## config.mk

```make
export PLATFORM = sky130hd
export DESIGN_NAME = nmea_sentence_framer_unit
export DESIGN_NICKNAME = d
export VERILOG_FILES = /design/src/sv/nsf_pkg.sv /design/src/sv/nsf_ram.sv /design/src/sv/nmea_sentence_framer_unit.sv
export SDC_FILE = /design/constraint.sdc
export NUM_CORES = 1
export LEC_CHECK = 0
export ABC_CLOCK_PERIOD_IN_PS = 4000
export BUFFER_PORTS_ARGS = -buffer_cell sky130_fd_sc_hd__buf_2
export CELL_PAD_IN_SITES_DETAIL_PLACEMENT = 0
export CELL_PAD_IN_SITES_GLOBAL_PLACEMENT = 1
export CORE_ASPECT_RATIO = 1.2
export CORE_MARGIN = 3
export CORE_UTILIZATION = 59
export CTS_CLUSTER_SIZE = 40
export DETAILED_ROUTE_END_ITERATION = 8
export PLACE_DENSITY = 0.91
export SYNTH_ARGS = -nofsm -noshare
export SYNTH_HDL_FRONTEND = slang
export SYNTH_SLANG_ARGS = --single-unit
```

## constraint.sdc

```tcl
create_clock -name clk -period 4 [get_ports clk]
set_input_delay 0.8 -clock clk [delete_from_list [all_inputs] [get_ports clk]]
set_output_delay 0.8 -clock clk [all_outputs]
set_load 0.02 [all_outputs]
```

## src/sv/nsf_pkg.sv

```systemverilog
// ----------------------------------------------------------------------------
// nsf_pkg
// Shared constants, types and byte-class helpers for the sentence framer.
// ----------------------------------------------------------------------------
package nsf_pkg;

  // Line store geometry
  localparam int LINE_MAX = 64;
  localparam int ADDR_W   = $clog2(LINE_MAX);
  localparam int CNT_W    = $clog2(LINE_MAX + 1);
  localparam int BYTE_W   = 7;

  // Framing characters
  localparam logic [7:0] CHAR_DOLLAR = 8'h24;
  localparam logic [7:0] CHAR_BANG   = 8'h21;
  localparam logic [7:0] CHAR_STAR   = 8'h2A;

  typedef enum logic [2:0] {
    ST_WAIT,
    ST_DATA,
    ST_CS1,
    ST_CS2,
    ST_DUMP
  } phase_t;

  function automatic logic is_printable(input logic [7:0] c);
    is_printable = c inside {[8'h20:8'h7E]};
  endfunction

  function automatic logic is_hex(input logic [7:0] c);
    is_hex = c inside {[8'h30:8'h39], [8'h41:8'h46], [8'h61:8'h66]};
  endfunction

  function automatic logic is_start(input logic [7:0] c);
    is_start = (c == CHAR_DOLLAR) || (c == CHAR_BANG);
  endfunction

endpackage

```

## src/sv/nsf_ram.sv

```systemverilog
// ----------------------------------------------------------------------------
// nsf_ram
// Generic single-write, single-read synchronous RAM with registered read data.
// ----------------------------------------------------------------------------
module nsf_ram #(
  parameter int WIDTH = 8,
  parameter int DEPTH = 64
) (
  input  logic                     clk,
  input  logic                     we,
  input  logic [$clog2(DEPTH)-1:0] waddr,
  input  logic [WIDTH-1:0]         wdata,
  input  logic                     re,
  input  logic [$clog2(DEPTH)-1:0] raddr,
  output logic [WIDTH-1:0]         rdata
);

  logic [WIDTH-1:0] mem [DEPTH];
  logic [WIDTH-1:0] rdata_r;

  always_ff @(posedge clk) begin
    if (we) begin
      mem[waddr] <= wdata;
    end
    // Hold read data until the next read
    if (re) begin
      rdata_r <= mem[raddr];
    end
  end

  assign rdata = rdata_r;

endmodule

```

## src/sv/nmea_sentence_framer_unit.sv

```systemverilog
// ----------------------------------------------------------------------------
// nmea_sentence_framer_unit
// Frames NMEA 0183 sentences from a received byte stream. While framing, the
// block takes one byte request every cycle and writes it into a 64-entry line
// memory. A '$' or '!' opens a line; printable bytes follow up to '*', then
// exactly two hex digits. A bad byte, a bad checksum digit or a line longer
// than the memory drops the line silently (the offending byte is never taken
// as a new start). On the second checksum digit the line is read back out of
// the memory through its single read port, one byte per cycle while out_stall
// is low, start byte first, with last_of_sentence set on the final digit.
// During that readout in_stall is high, so no new byte is taken until the
// final read of the line has been issued.
// The checksum value is not verified.
// ----------------------------------------------------------------------------
module nmea_sentence_framer_unit (
  input  logic       clk,
  input  logic       rst_n,
  // Received bytes
  input  logic       in_valid,
  output logic       in_stall,
  input  logic [7:0] in_rx_byte,
  // Sentence bytes
  output logic       out_valid,
  input  logic       out_stall,
  output logic [6:0] out_sentence_byte,
  output logic       out_last_of_sentence
);

  // Framing phase and line bookkeeping
  nsf_pkg::phase_t              state_r, state_nxt;
  logic [nsf_pkg::CNT_W-1:0]    fill_r, fill_nxt;
  logic [nsf_pkg::CNT_W-1:0]    len_r, len_nxt;
  logic [nsf_pkg::CNT_W-1:0]    rd_cnt_r, rd_cnt_nxt;
  logic [nsf_pkg::CNT_W-1:0]    rd_cnt_inc;

  // Read pipeline: pv_r marks unconsumed data on the RAM read port
  logic                         pv_r, pv_nxt;
  logic                         pv_last_r, pv_last_nxt;
  logic                         out_valid_r, out_valid_nxt;
  logic [nsf_pkg::BYTE_W-1:0]   out_byte_r, out_byte_nxt;
  logic                         out_last_r, out_last_nxt;

  // RAM ports
  logic                         ram_we;
  logic [nsf_pkg::ADDR_W-1:0]   ram_waddr;
  logic [nsf_pkg::BYTE_W-1:0]   ram_wdata;
  logic                         ram_re;
  logic [nsf_pkg::ADDR_W-1:0]   ram_raddr;
  logic [nsf_pkg::BYTE_W-1:0]   ram_rdata;

  // Handshake and byte classes
  logic                         acc;
  logic                         full;
  logic                         c_print;
  logic                         c_hex;
  logic                         c_start;
  logic                         c_star;
  logic                         move;
  logic                         issue;
  logic                         issue_last;

  assign in_stall   = (state_r == nsf_pkg::ST_DUMP);
  assign acc        = in_valid && !in_stall;
  assign full       = (fill_r == nsf_pkg::CNT_W'(nsf_pkg::LINE_MAX));
  assign c_print    = nsf_pkg::is_printable(in_rx_byte);
  assign c_hex      = nsf_pkg::is_hex(in_rx_byte);
  assign c_start    = nsf_pkg::is_start(in_rx_byte);
  assign c_star     = (in_rx_byte == nsf_pkg::CHAR_STAR);

  // Advance the read pipeline: the output register takes RAM data when it is
  // empty or being drained; during readout a new read is issued whenever the
  // RAM data slot will be free at the next edge.
  assign move       = pv_r && (!out_valid_r || !out_stall);
  assign issue      = (state_r == nsf_pkg::ST_DUMP) && (!pv_r || move);
  assign rd_cnt_inc = rd_cnt_r + nsf_pkg::CNT_W'(1);
  assign issue_last = issue && (rd_cnt_inc == len_r);

  // --------------------------------------------------------------------------
  // Next-state logic
  // --------------------------------------------------------------------------
  always_comb begin
    state_nxt = state_r;
    case (state_r)
      nsf_pkg::ST_WAIT: begin
        if (acc && c_start) begin
          state_nxt = nsf_pkg::ST_DATA;
        end
      end
      nsf_pkg::ST_DATA: begin
        if (acc) begin
          if (!c_print || full) begin
            state_nxt = nsf_pkg::ST_WAIT;
          end else if (c_star) begin
            state_nxt = nsf_pkg::ST_CS1;
          end
        end
      end
      nsf_pkg::ST_CS1: begin
        if (acc) begin
          state_nxt = (c_hex && !full) ? nsf_pkg::ST_CS2 : nsf_pkg::ST_WAIT;
        end
      end
      nsf_pkg::ST_CS2: begin
        if (acc) begin
          state_nxt = (c_hex && !full) ? nsf_pkg::ST_DUMP : nsf_pkg::ST_WAIT;
        end
      end
      nsf_pkg::ST_DUMP: begin
        // Leave once the final byte has been read; the pipeline drains alone
        if (issue_last) begin
          state_nxt = nsf_pkg::ST_WAIT;
        end
      end
      default: begin
        state_nxt = nsf_pkg::ST_WAIT;
      end
    endcase
  end

  // --------------------------------------------------------------------------
  // Output logic: line memory writes, counters and readout reads
  // --------------------------------------------------------------------------
  always_comb begin
    ram_we     = 1'b0;
    ram_waddr  = fill_r[nsf_pkg::ADDR_W-1:0];
    ram_wdata  = in_rx_byte[nsf_pkg::BYTE_W-1:0];
    ram_re     = 1'b0;
    ram_raddr  = rd_cnt_r[nsf_pkg::ADDR_W-1:0];
    fill_nxt   = fill_r;
    len_nxt    = len_r;
    rd_cnt_nxt = rd_cnt_r;
    case (state_r)
      nsf_pkg::ST_WAIT: begin
        if (acc && c_start) begin
          // Open a fresh line at entry zero
          ram_we    = 1'b1;
          ram_waddr = '0;
          fill_nxt  = nsf_pkg::CNT_W'(1);
        end
      end
      nsf_pkg::ST_DATA: begin
        if (acc) begin
          if (c_print && !full) begin
            ram_we   = 1'b1;
            fill_nxt = fill_r + nsf_pkg::CNT_W'(1);
          end else begin
            fill_nxt = '0;
          end
        end
      end
      nsf_pkg::ST_CS1: begin
        if (acc) begin
          if (c_hex && !full) begin
            ram_we   = 1'b1;
            fill_nxt = fill_r + nsf_pkg::CNT_W'(1);
          end else begin
            fill_nxt = '0;
          end
        end
      end
      nsf_pkg::ST_CS2: begin
        if (acc) begin
          fill_nxt = '0;
          if (c_hex && !full) begin
            // Final digit: store it and arm the readout
            ram_we     = 1'b1;
            len_nxt    = fill_r + nsf_pkg::CNT_W'(1);
            rd_cnt_nxt = '0;
          end
        end
      end
      nsf_pkg::ST_DUMP: begin
        if (issue) begin
          ram_re     = 1'b1;
          rd_cnt_nxt = rd_cnt_inc;
        end
      end
      default: begin
        fill_nxt = '0;
      end
    endcase
  end

  // Read data slot and output register
  always_comb begin
    pv_nxt        = pv_r;
    pv_last_nxt   = pv_last_r;
    out_byte_nxt  = out_byte_r;
    out_last_nxt  = out_last_r;
    out_valid_nxt = move || (out_valid_r && out_stall);
    if (move) begin
      out_byte_nxt = ram_rdata;
      out_last_nxt = pv_last_r;
      pv_nxt       = 1'b0;
    end
    if (issue) begin
      pv_nxt      = 1'b1;
      pv_last_nxt = issue_last;
    end
  end

  always_ff @(posedge clk) begin
    if (!rst_n) begin
      state_r     <= nsf_pkg::ST_WAIT;
      fill_r      <= '0;
      len_r       <= '0;
      rd_cnt_r    <= '0;
      pv_r        <= 1'b0;
      out_valid_r <= 1'b0;
    end else begin
      state_r     <= state_nxt;
      fill_r      <= fill_nxt;
      len_r       <= len_nxt;
      rd_cnt_r    <= rd_cnt_nxt;
      pv_r        <= pv_nxt;
      out_valid_r <= out_valid_nxt;
    end
  end

  // Payload: no reset
  always_ff @(posedge clk) begin
    pv_last_r  <= pv_last_nxt;
    out_byte_r <= out_byte_nxt;
    out_last_r <= out_last_nxt;
  end

  nsf_ram #(
    .WIDTH (nsf_pkg::BYTE_W),
    .DEPTH (nsf_pkg::LINE_MAX)
  ) u_line_ram (
    .clk   (clk),
    .we    (ram_we),
    .waddr (ram_waddr),
    .wdata (ram_wdata),
    .re    (ram_re),
    .raddr (ram_raddr),
    .rdata (ram_rdata)
  );

  assign out_valid            = out_valid_r;
  assign out_sentence_byte    = out_byte_r;
  assign out_last_of_sentence = out_last_r;

  // --------------------------------------------------------------------------
  // Assertions
  // --------------------------------------------------------------------------
  // Writes and reads of the line memory never overlap
  a_no_rw_overlap: assert property (@(posedge clk) disable iff (!rst_n)
    !(ram_we && ram_re))
    else $error("line memory written and read in the same cycle");

  // Fill count never passes the memory depth
  a_fill_bound: assert property (@(posedge clk) disable iff (!rst_n)
    fill_r <= nsf_pkg::CNT_W'(nsf_pkg::LINE_MAX))
    else $error("fill count beyond line memory depth");

  // A sentence being read out is at least "$*hh" long and fits the memory
  a_len_bound: assert property (@(posedge clk) disable iff (!rst_n)
    (state_r == nsf_pkg::ST_DUMP) |->
      (len_r >= nsf_pkg::CNT_W'(4)) && (len_r <= nsf_pkg::CNT_W'(nsf_pkg::LINE_MAX)))
    else $error("sentence length out of range during readout");

  // Unconsumed read data is never overwritten
  a_pv_hold: assert property (@(posedge clk) disable iff (!rst_n)
    (pv_r && !move) |-> !ram_re)
    else $error("read issued over unconsumed read data");

  // A readout always ends with the last marker on the final byte moved
  a_last_on_exit: assert property (@(posedge clk) disable iff (!rst_n)
    issue_last |=> (pv_r && pv_last_r))
    else $error("final read of a sentence lacks the last marker");

endmodule
```

==> impl_metrics.yaml <==
status:
  status: "completed"
grt:
  grt_start_max_net_pins: 65
  grt_pass1_wl_um: 67800
  antenna_found_initial: 1
  grt_usage_pct: 26.2
  grt-ovfl-total: 0
  grt_pass1_vias: 10500
power_and_ir_drop:
  leakagePower_nw: 6.60
  power_w: 0.00967
  ir_drop_v: 0.000305
  power.density_nw_per_um2: 443
logic_synthesis:
  synth-simple-area-share_pct: 5.41
  synth_compound_area_share_pct: 3.35
  synth-edff-count: 464
  synthArstFlopShare_pct: 0
  synth_top_family_by_area: "multiplexers"
  ys_types: 61
  netlist_instances: 1032
  synth_mux_area_share_pct: 15.3
  ys_seq_elements: 490
  ys_warn_count: 0
  yosys.area_share.xor_xnor_pct: 0.580
  syn_area_um2: 19600
  seq_area_frac_synth_pct: 73.6
  synthFlopType: "edfxtp_1"
  syn_nets: 1047
  synth_fa_ha_area_share_pct: 0.191
  syn_avg_cell_area_um2: 19.0
worst_hold_path:
  worstHoldPathCells: 0
  hold_path.class: "reg -> reg"
  min_from: "u_line_ram.rdata[4]"
  min_to: "out_sentence_byte[4]"
finish:
  drive_above_1_share_pct: 24.8
  area_growth_pct: 11.3
  final_common_cell: "edfxtp_1"
  finalNetCount: 1118
  final_cell_mix: "edfxtp_1 (464), mux4_2 (120), nor2_1 (86)"
  utilization_pct: 67.2
  antennaDiodeCount: 0
routing:
  dr.pass1.iters: 6
  drtIter0Drc: 1186
  drt-vias-per-instance: 6.59
  drc_errors: 0
  wl_per_cell_um: 28.4
  vias: 10400
  totalWireLength_um: 44800
  postRouteAntennaNets: 0
floorplanning:
  die_w_um: 172
  die_area_um2: 35500
  rows: 72
  chipHeight_um: 206
  core-area_um2: 32500
  ioPinCount: 22
  start_util_pct: 60.3
setup_path:
  max_stage_delay_ns: 1.08
  critPathSlowestCell: "nor3_1"
  rr_worst_depth: 9
  cp-end-kind: "register"
  reg2reg_slack_ns: 0.72
  crit_type: "in -> reg"
  r2r-end: "u_line_ram.mem[46][4]"
  critPathRequiredTime_ns: 4.16
  crit_arrival_ns: 3.47
  critPathMaxFanout: 38
  start_kind: "primary input"
  path_cells: "buf_2 -> buf_4 -> nor3b_1 -> nand3_1 -> or3_1 -> nand3_1 -> nor3_1"
  cp_common_cell: "nand3_1"
  worstReg2RegStart: "fill_r[0]"
clock_tree:
  clk_path_buf_depth: 3
  numClockSinks: 490
  insertion_delay_ns: 0.57
  cts_buffers: 46
  cts.repair.resized: 0
  h-tree-depth: 2
  cts_tree: "done"
  ctsHoldBuffers: 0
  path_clk_slew_ns: 0.06
  cts-root-buf: "clkbuf_16"
  post_cts_buffers: 0
sta:
  finalSetupViolations: 0
  hold_ws_ns: 0.435
  rsz0062_at_grt: "no"
  hold_viol_final: 0
  finalMaxSlewViolations: 0
  layout_min_cycle_time_ns: 3.32
  fin_skew_ns: 0.0189
  tightest_slew_ns: 1.35
  slew_headroom_pct: 9.16
  fmax_mhz: 301
  setup_tns_ns: 0
  period_share_pct: 82.9
place:
  place_congestion: 0.885
  io_buffers: 21
  dp_hpwl_um: 28900
run:
  cap_violations: 0
## stage by stage
stage	cells	setup WS (ns)	instance area (um2)
2_1_floorplan	1032	1.09	19600
3_3_place_gp	1499	0.178	20500
3_5_place_dp	1499	0.110	20500
4_1_cts	1579	0.675	21900
5_1_grt	1579	0.530	21900
6_report	1579	0.682	21900
## Yosys cell counts, types with 6 or more instances
master,count,area (um2)
nor2_1,86,323
buf_2,27,135
a31oi_1,6,37.5
nand3_1,17,85.1
o22ai_1,7,43.8
clkbuf_1,22,82.6
a2111oi_0,6,52.6
mux2_2,6,67.6
nand2_1,32,120
a21oi_1,16,80.1
nor3_1,13,65.1
edfxtp_1,464,13900
nand4_1,9,56.3
nand2b_1,7,43.8
or3_1,6,37.5
mux4_2,120,2700
o21ai_0,26,130
or2_2,6,37.5
xnor2_1,6,52.6
mux2i_1,23,230
inv_1,8,30.0
dfxtp_1,26,521
xor2_1,7,61.3
nor2b_1,10,62.6
## worst max-delay path: cells and delay by family
| kind | cells | cell delay, ns |
|---|---|---|
| AND/OR/NAND/NOR | 5 | 2.04 |
| buffers and inverters | 2 | 0.61 |
## layout make-up
| cell class | instances | area [um2] |
|---|---|---|
| clock buffers | 65 | 1230 |
| clock inverters | 15 | 91.3 |
| fillers | 2054 | 10700 |
| inverters | 9 | 33.8 |
| multi-input cells | 477 | 4870 |
| flip-flops and latches | 490 | 14500 |
| well taps | 444 | 556 |
| repair buffers | 79 | 603 |
## layer usage
metal	track usage, %	routed length, um	vias up
li1	-	-	4341
met1	36.5	17000	5304
met2	43.4	22700	642
met3	4.11	3430	113
met4	8.39	1680	0
met5	0	0	-
## worst max-delay path by stage
stage / startpoint / to / slack [ns] / cells past startpoint
after floorplan: in_valid / u_line_ram.mem[23][0] / 1.09 / 7
after global placement: in_rx_byte[3] / u_line_ram.mem[47][4] / 0.18 / 7
after detailed placement: in_rx_byte[3] / u_line_ram.mem[47][2] / 0.11 / 7
after CTS: in_rx_byte[3] / u_line_ram.mem[47][2] / 0.67 / 7
after global routing: fill_r[0] / u_line_ram.mem[46][4] / 0.53 / 9
final: in_rx_byte[3] / u_line_ram.mem[47][2] / 0.68 / 7
## state kept, by name, summed over array words and instances (netlist names), 3 cells and up
signal             cells
u_line_ram.mem       448
state_r                3
fill_r                 7
out_sentence_byte      7
rd_cnt_r               7
u_line_ram.rdata       7
len_r                  7
## cell families after synthesis
group           Yosys count
mux                     149
simple gates            214
buf+inv                  65
fa+ha+maj                 3
compound gates           98
flops                   490
xor+xnor                 13
## where the power goes
part	switching, W	leakage (nW)	internal [W]	total [W]
Combinational	0.000103	1.57	0.0000180	0.000121
Clock	0.00180	0.640	0.00215	0.00395
Sequential	0.000000389	4.38	0.00560	0.00560
Total	0.00191	6.60	0.00777	0.00967
Note: power is estimated with default switching activity, not from simulation.
